## src/assert_macros.svh

```systemverilog
// ----------------------------------------------------------------------------
// assert_macros.svh
// Concurrent assertion macros shared by the RTL. Define NO_ASSERTIONS to drop
// every check from a build.
// ----------------------------------------------------------------------------
`ifndef ASSERT_MACROS_SVH
`define ASSERT_MACROS_SVH

`ifndef NO_ASSERTIONS

// Property checked at each rising clock edge, skipped while in reset.
`define ASSERT_CLK(lbl, clk, rst_n, prop, msg) \
	lbl: assert property (@(posedge clk) disable iff (!rst_n) (prop)) else $error(msg);

// Implication checked at each rising clock edge, skipped while in reset.
`define ASSERT_IMPL(lbl, clk, rst_n, ante, cons, msg) \
	lbl: assert property (@(posedge clk) disable iff (!rst_n) (ante) |-> (cons)) else $error(msg);

`else

`define ASSERT_CLK(lbl, clk, rst_n, prop, msg)
`define ASSERT_IMPL(lbl, clk, rst_n, ante, cons, msg)

`endif

`endif

```

## src/sgag_pkg.sv

```systemverilog
// ----------------------------------------------------------------------------
// sgag_pkg
// Shared widths, limits and types of the strided gather address generator.
// ----------------------------------------------------------------------------
package sgag_pkg;

	localparam int MAX_RANK   = 8;
	localparam int DIM_IDX_W  = (MAX_RANK > 1) ? $clog2(MAX_RANK) : 1;
	localparam int RANK_CNT_W = $clog2(MAX_RANK + 1);

	localparam int SIZE_W   = 16;
	localparam int STRIDE_W = 32;
	localparam int BASE_W   = 40;
	localparam int EB_W     = 4;
	localparam int RANK_W   = 4;
	localparam int ADDR_W   = 56;
	localparam int ELEM_W   = 48;
	localparam int PROD_W   = SIZE_W + STRIDE_W;

	// Request codes carried on req_type.
	typedef enum logic [1:0] {
		REQ_LOAD  = 2'd0,
		REQ_START = 2'd1,
		REQ_STEP  = 2'd2,
		REQ_NONE  = 2'd3
	} req_t;

	// Configuration register indexes; each register sits at eight times its index.
	typedef enum logic [1:0] {
		REG_ELEM_BYTES  = 2'd0,
		REG_BASE_OFFSET = 2'd1,
		REG_RANK        = 2'd2,
		REG_UNUSED      = 2'd3
	} reg_idx_t;

	// Control of the shared multiply-add unit.
	typedef struct packed {
		logic load;    // start a new sum from the base offset
		logic acc_en;  // add one index times stride term
	} mac_ctrl_t;

endpackage

```

## src/sgag_mac.sv

```systemverilog
// ----------------------------------------------------------------------------
// sgag_mac
// Shared multiply-add unit: accumulates index times stride terms, one
// dimension per cycle, on top of the view's base offset.
// ----------------------------------------------------------------------------
module sgag_mac import sgag_pkg::*; (
	input  logic                clk,
	input  mac_ctrl_t           ctrl,
	input  logic [BASE_W-1:0]   base,
	input  logic [SIZE_W-1:0]   idx,
	input  logic [STRIDE_W-1:0] stride,
	output logic [ADDR_W-1:0]   acc
);

	logic [PROD_W-1:0] prod;
	logic [ADDR_W-1:0] acc_q;

	assign prod = PROD_W'(idx) * PROD_W'(stride);

	// The sum wraps modulo the address width, as the addresses do.
	always_ff @(posedge clk) begin
		if (ctrl.load) begin
			acc_q <= ADDR_W'(base);
		end else if (ctrl.acc_en) begin
			acc_q <= acc_q + ADDR_W'(prod);
		end
	end

	assign acc = acc_q;

endmodule

```

## src/strided_gather_address_gen.sv

```systemverilog
// ----------------------------------------------------------------------------
// strided_gather_address_gen
// Source and dense destination byte addresses for gathering a strided view.
// ----------------------------------------------------------------------------
// A load or start beat never raises busy. A step beat that has an element
// to emit keeps busy high while the block walks its states: in ST_ACCUM one
// shared multiply-add unit folds one dimension per cycle into the source
// offset (rank clamped to the supported maximum), then ST_FINISH scales both
// addresses by the element size and advances the index odometer, and
// result_strobe and the addresses are registered from ST_FINISH. A step
// with nothing left to walk never raises busy and gives no result. Each
// result is shown for one cycle only, so the receiver must take it when
// result_strobe is high.
module strided_gather_address_gen import sgag_pkg::*; (
	input  logic                clk,
	input  logic                arst_n,
	// Request channel
	input  logic                start,
	output logic                busy,
	input  logic [1:0]          req_type,
	input  logic [2:0]          dim_select,
	input  logic [SIZE_W-1:0]   dim_size,
	input  logic [STRIDE_W-1:0] dim_stride,
	// Result channel
	output logic                result_strobe,
	output logic [ADDR_W-1:0]   src_byte_addr,
	output logic [ADDR_W-1:0]   dst_byte_addr,
	output logic                last,
	// Configuration port
	input  logic                psel,
	input  logic                penable,
	input  logic                pwrite,
	input  logic [4:0]          paddr,
	input  logic [63:0]         pwdata,
	output logic [63:0]         prdata,
	output logic                pready
);

	`include "assert_macros.svh"

	typedef enum logic [1:0] {
		ST_IDLE,
		ST_ACCUM,
		ST_FINISH
	} state_t;

	state_t               state_q;
	logic [EB_W-1:0]      elem_bytes_q;
	logic [BASE_W-1:0]    base_offset_q;
	logic [RANK_W-1:0]    rank_q;
	logic [SIZE_W-1:0]    sizes_q   [MAX_RANK];
	logic [STRIDE_W-1:0]  strides_q [MAX_RANK];
	logic [SIZE_W-1:0]    idx_q     [MAX_RANK];
	logic [ELEM_W-1:0]    elem_num_q;
	logic                 walk_done_q;
	logic [DIM_IDX_W-1:0] dim_q;
	logic                 strobe_q;
	logic [ADDR_W-1:0]    src_q;
	logic [ADDR_W-1:0]    dst_q;
	logic                 last_q;

	logic                  accept;
	logic                  cfg_write;
	reg_idx_t              cfg_idx;
	req_t                  req;
	logic [RANK_CNT_W-1:0] rank_act;
	logic [DIM_IDX_W-1:0]  sel_idx;
	logic                  sel_ok;
	logic                  empty_walk;
	mac_ctrl_t             mac_ctrl;
	logic [ADDR_W-1:0]     acc;
	logic [ADDR_W+EB_W-1:0] src_full;
	logic [ELEM_W+EB_W-1:0] dst_full;
	logic [SIZE_W-1:0]     idx_next [MAX_RANK];
	logic                  carry_out;
	logic                  last_dim;

	assign accept    = start && !busy;
	assign req       = req_t'(req_type);
	assign cfg_write = psel && penable && pwrite && pready;
	assign cfg_idx   = reg_idx_t'(paddr[4:3]);
	assign pready    = 1'b1;

	assign rank_act = (32'(rank_q) > MAX_RANK) ? RANK_CNT_W'(MAX_RANK)
		: RANK_CNT_W'(rank_q);
	assign sel_ok   = 32'(dim_select) < MAX_RANK;
	assign sel_idx  = DIM_IDX_W'(dim_select);
	assign last_dim = (RANK_CNT_W'(dim_q) + RANK_CNT_W'(1)) == rank_act;

	always_comb begin
		unique case (cfg_idx)
			REG_ELEM_BYTES:  prdata = 64'(elem_bytes_q);
			REG_BASE_OFFSET: prdata = 64'(base_offset_q);
			REG_RANK:        prdata = 64'(rank_q);
			default:         prdata = '0;
		endcase
	end

	// A walk is empty when any dimension in use has zero extent.
	always_comb begin
		empty_walk = 1'b0;
		for (int d = 0; d < MAX_RANK; d++) begin
			if ((RANK_CNT_W'(d) < rank_act) && (sizes_q[d] == '0)) begin
				empty_walk = 1'b1;
			end
		end
	end

	// Odometer: innermost dimension first; a dimension advances only when all
	// inner ones wrapped. An index at or past its extent wraps to zero.
	always_comb begin
		carry_out = 1'b1;
		for (int d = MAX_RANK - 1; d >= 0; d--) begin
			idx_next[d] = idx_q[d];
			if ((RANK_CNT_W'(d) < rank_act) && carry_out) begin
				if (({1'b0, idx_q[d]} + 17'd1) < {1'b0, sizes_q[d]}) begin
					idx_next[d] = idx_q[d] + SIZE_W'(1);
					carry_out   = 1'b0;
				end else begin
					idx_next[d] = '0;
				end
			end
		end
	end

	assign mac_ctrl.load   = accept && (req == REQ_STEP) && !walk_done_q;
	assign mac_ctrl.acc_en = (state_q == ST_ACCUM);

	sgag_mac u_mac (
		.clk    (clk),
		.ctrl   (mac_ctrl),
		.base   (base_offset_q),
		.idx    (idx_q[dim_q]),
		.stride (strides_q[dim_q]),
		.acc    (acc)
	);

	assign src_full = (ADDR_W + EB_W)'(acc) * (ADDR_W + EB_W)'(elem_bytes_q);
	assign dst_full = (ELEM_W + EB_W)'(elem_num_q) * (ELEM_W + EB_W)'(elem_bytes_q);

	always_ff @(posedge clk or negedge arst_n) begin
		if (!arst_n) begin
			state_q       <= ST_IDLE;
			elem_bytes_q  <= EB_W'(4);
			base_offset_q <= '0;
			rank_q        <= '0;
			for (int d = 0; d < MAX_RANK; d++) begin
				sizes_q[d]   <= '0;
				strides_q[d] <= '0;
				idx_q[d]     <= '0;
			end
			elem_num_q    <= '0;
			walk_done_q   <= 1'b1;
			dim_q         <= '0;
			strobe_q      <= 1'b0;
		end else begin
			strobe_q <= 1'b0;

			if (cfg_write) begin
				unique case (cfg_idx)
					REG_ELEM_BYTES:  elem_bytes_q  <= pwdata[EB_W-1:0];
					REG_BASE_OFFSET: base_offset_q <= pwdata[BASE_W-1:0];
					REG_RANK:        rank_q        <= pwdata[RANK_W-1:0];
					default: ;
				endcase
			end

			unique case (state_q)
				ST_IDLE: begin
					if (accept) begin
						unique case (req)
							REQ_LOAD: begin
								if (sel_ok) begin
									sizes_q[sel_idx]   <= dim_size;
									strides_q[sel_idx] <= dim_stride;
								end
							end
							REQ_START: begin
								for (int d = 0; d < MAX_RANK; d++) begin
									idx_q[d] <= '0;
								end
								elem_num_q  <= '0;
								walk_done_q <= empty_walk;
							end
							REQ_STEP: begin
								if (!walk_done_q) begin
									dim_q   <= '0;
									state_q <= (rank_act == '0) ? ST_FINISH : ST_ACCUM;
								end
							end
							default: ;
						endcase
					end
				end
				ST_ACCUM: begin
					if (last_dim) begin
						state_q <= ST_FINISH;
					end else begin
						dim_q <= dim_q + DIM_IDX_W'(1);
					end
				end
				ST_FINISH: begin
					for (int d = 0; d < MAX_RANK; d++) begin
						idx_q[d] <= idx_next[d];
					end
					walk_done_q <= carry_out;
					elem_num_q  <= elem_num_q + ELEM_W'(1);
					strobe_q    <= 1'b1;
					state_q     <= ST_IDLE;
				end
				default: state_q <= ST_IDLE;
			endcase
		end
	end

	// Result payload is only meaningful while the strobe is high.
	always_ff @(posedge clk) begin
		if (state_q == ST_FINISH) begin
			src_q  <= src_full[ADDR_W-1:0];
			dst_q  <= ADDR_W'(dst_full);
			last_q <= carry_out;
		end
	end

	assign busy          = (state_q != ST_IDLE);
	assign result_strobe = strobe_q;
	assign src_byte_addr = src_q;
	assign dst_byte_addr = dst_q;
	assign last          = last_q;

	`ASSERT_IMPL(a_strobe_single, clk, arst_n, result_strobe, ##1 !result_strobe, "strobe held")
	`ASSERT_IMPL(a_strobe_from_finish, clk, arst_n, result_strobe, $past(state_q == ST_FINISH), "stray result")
	`ASSERT_IMPL(a_last_ends_walk, clk, arst_n, result_strobe && last, walk_done_q, "walk not ended")
	`ASSERT_IMPL(a_done_step_idle, clk, arst_n, accept && (req == REQ_STEP) && walk_done_q, ##1 (state_q == ST_IDLE), "idle step busy")

endmodule

```

## config.mk

```make
export PLATFORM = sky130hd
export DESIGN_NAME = strided_gather_address_gen
export DESIGN_NICKNAME = d
export VERILOG_FILES = /design/src/sgag_pkg.sv /design/src/sgag_mac.sv /design/src/strided_gather_address_gen.sv
export VERILOG_INCLUDE_DIRS = /design/src /design/src/src
export SDC_FILE = /design/constraint.sdc
export NUM_CORES = 2
export LEC_CHECK = 0
export BUFFER_PORTS_ARGS = -buffer_cell sky130_fd_sc_hd__buf_2
export CAP_MARGIN = 20
export CORE_MARGIN = 1.5
export CORE_UTILIZATION = 63
export CTS_CLUSTER_DIAMETER = 150
export DETAILED_ROUTE_END_ITERATION = 6
export HOLD_SLACK_MARGIN = 0.15
export PLACE_DENSITY = 0.81
export SETUP_SLACK_MARGIN = 0.15
export SLEW_MARGIN = 20
export SYNTH_ARGS = -nofsm -noshare
export SYNTH_HDL_FRONTEND = slang
export SYNTH_SLANG_ARGS = --single-unit
```

## constraint.sdc

```tcl
create_clock -name clk -period 13.95 [get_ports clk]
set_input_delay 2.0925 -clock clk [delete_from_list [all_inputs] [get_ports clk]]
set_output_delay 2.0925 -clock clk [all_outputs]
set_load 0.005 [all_outputs]
```

==> results.md <==
- Setup WS pre-CTS: 4.20 ns
- Reg power frac: 32.4%
- Crit end category: flop
- Worst path slowest cell: buf_4
- Asr flop ratio synth: 78.8%
- Final setup viols: 0
- Total gr overflow: 0
- Pwr/cell area: 156 nW/um2
- Die Y: 331 um
- Layout-stage area growth over the synthesis result: 7.91%
- IO Pins: 308
- Initial antenna violation count: 8
- Post-CTS setup buffers: 0
- Mapped Cells: 6,892
- Crit-path most repeated cell: fa_1
- Residual DRC count: 0
- Avg Cell Area, Syn: 9.86 um2
- Row count: 120
- Via Count: 51,000
- Yosys cell types: 98
- Initial DRC Count: 4,373
- Compound-Gate Fraction of Synth Area: 8.60%
- Mapped Area: 68,000 um2
- CTS tree: built
- Ys Warns: 0
- Min-Delay Path Class: flop to flop
- Xor/xnor share of the synthesized area: 3.51%
- Area fraction of the dominant cell type after synthesis: 22.6%
- Setup CP Type: flop to flop
- Adder-Cell Fraction of Synth Area: 26.3%
- CP arrival: 10.34 ns
- Clock sink count: 780
- Root Buffer Master: clkbuf_16
- Combinational share of power: 46.2%
- Outcome: finished clean
- # fillers: 7,963
- Max Buffers Root-to-Sink: 3
- Clk_skew: 0.0371 ns
- Post-CTS Resized: 0
- Synth Flop Type: dfrtp_1
- Clock power frac: 21.4%
- LEAKAGE: 0.0362 uW
- Crit path launch type: flop
- Final Cycle Share: 69.9%
- Post-synthesis mux area share: 10.4%
- Number of max-cap violations: 0
- Synth Area in Simple Gates: 13.8%
- #FFs+latches synth: 780
- TritonCTS Buffers: 87
- Sequential-to-total area share from yosys stat: 29.7%
- GRT Overall Usage: 32.1%
- R2R Setup Slk: 4.20 ns
- Top cells by area, synth: dfrtp_1, fa_1, mux2_2
- Final Slew Violations: 0
- Total die area: 110,000 um2
- Final setup margin: 4.20 ns
- Crit-path max FO: 50
- GPL Wtd Cong: 0.948
- Routed WL per cell: 20.7 um
- Router iterations before antenna repair: 7
- Routed wire length: 175,000 um
- Die Span X: 331 um
- Largest family of logic cells by synthesized area: adder cells
- F_max: 103 MHz
- Final min period: 9.75 ns
- First-pass GRT wire length: 280,000 um
- Worst-skew pair later-pin latency: 0.70 ns
- Slowest stage delay, CP: 0.82 ns
- Worst Tran Pin Value: 1.10 ns
- Starting Density: 63.5%
- Most instantiated cells after synthesis: inv_1, nand2_1, fa_1
- Final-stage net count: 8,155
- Pint: 6620 uW
- Worst EP required: 14.54 ns
- Largest net degree at the start of global routing: 184
- DP HPWL: 128,000 um
- Antenna-violating nets left: 0
- Via-per-instance ratio: 6.01
- EDFF count, synth: 149
- Port-buffer cells: 251
- Switching portion of total power: 41.9%
- Share of cells above drive strength 1: 14.4%
- Most frequent cell after synthesis: inv_1
- Net Sw Power: 4780 uW
- Max IR drop VDD: 0.000143 V
- H-tree depth: 3
- Largest area contributor in the netlist: dfrtp_1
- Vias in the first global route: 52,100
- Fin. Hold Viols: 0
- Worst relative slew slack: 24.3%
- Clock slew seen by the registers of the worst setup and hold paths: 0.06 ns
- Hold buffers post-CTS: 0
- Core area: 107,000 um2
- RSZ-0062 raised after global routing: false
- Setup tns final: 0 ns
==> cells in the final DEF, fill, tap and decap left out, types with 109 or more instances in the layout <==
cell / n
a21oi_1: 205
a21o_1: 109
nor2_1: 338
nand2_1: 953
buf_2: 250
fa_1: 663
and2_1: 207
mux2_2: 410
xor2_1: 114
nand3_1: 134
o21ai_0: 248
inv_1: 1042
edfxtp_1: 149
dfrtp_1: 607
ha_1: 368
xnor2_1: 158
==> layer usage <==
layer / wire length, um / vias up / track usage, % / part of all wire [%]
met5: 88 / - / 0 / 0.050
met4: 6210 / 14 / 11.7 / 3.5
met3: 16300 / 393 / 6.77 / 9.3
met2: 81000 / 2290 / 50.9 / 46
met1: 71700 / 25500 / 43.7 / 41
li1: - / 22700 / - / -
==> stage by stage <==
stage,util [%],hold WS [ns],std cells,area (um2),total power [uW]
2_1_floorplan,-,0.433,6919,68100,7270
3_3_place_gp,65.6,0.450,8307,70200,8650
3_5_place_dp,65.6,0.457,8307,70200,8860
4_1_cts,68.4,0.470,8469,73200,11300
5_1_grt,68.5,0.504,8474,73300,12200
6_report,68.5,0.466,8475,73300,11400
==> sequential cells by signal, indices dropped and copies added (netlist names), 4 cells and up <==
signal and flops:
rank_q 4, dst_byte_addr 52, strides_q 256, u_mac.acc 56, base_offset_q 40, idx_q 128
elem_num_q 48, src_byte_addr 56, sizes_q 128, elem_bytes_q 4
==> final timing paths <==
path / start / endpoint / cells after the start
setup / recovery: dim_q[0] / u_mac.acc[52] / 26
hold / removal: u_mac.acc[55] / u_mac.acc[55] / 1
setup reg to reg: dim_q[0] / u_mac.acc[52] / 26
hold reg to reg: u_mac.acc[55] / u_mac.acc[55] / 1
max in group asynchronous: arst_n / elem_num_q[29] / 4
min in group asynchronous: arst_n / strides_q[49] / 1
==> cells by family after synthesis <==
kind of cell	Yosys count
AND/OR/NAND/NOR	2019
buffers and inverters	1350
adder cells (fa/ha/maj)	1031
AO/OA/AOI/OAI	900
flip-flops	780
multiplexers	538
XOR/XNOR	272
other	2
==> power groups by stage <==
| stage | Clock, uW | Combinational (uW) | Sequential [uW] |
|---|---|---|---|
| finish | 2440 | 5270 | 3700 |
| global route | 2550 | 5840 | 3770 |
| CTS | 2460 | 5190 | 3690 |
| detailed placement | 0 | 5140 | 3720 |
| global placement | 0 | 4990 | 3670 |
| floorplan | 0 | 3820 | 3450 |
==> worst max-delay path: cells and delay by family, from the launching register on <==
family / cells / cell delay, ns
AO/OA/AOI/OAI: 8 / 2.13
buffers and inverters: 6 / 1.68
flip-flops: 1 / 0.70
AND/OR/NAND/NOR: 3 / 0.55
adder cells (fa/ha/maj): 7 / 3.33
multiplexers: 2 / 1.11
==> area by class of cell <==
| type | instances | area [um2] | area share, % |
|---|---|---|---|
| antenna | 3 | 7.51 | 0.0102 |
| clock buffer | 118 | 2450 | 3.35 |
| clock inverter | 44 | 593 | 0.809 |
| inverter | 1043 | 3920 | 5.35 |
| multi-input combinational | 4789 | 42700 | 58.3 |
| sequential | 780 | 20200 | 27.6 |
| tap | 1403 | 1760 | 2.39 |
| timing repair buffer | 295 | 1660 | 2.27 |
(Power assumes the default switching activity.)
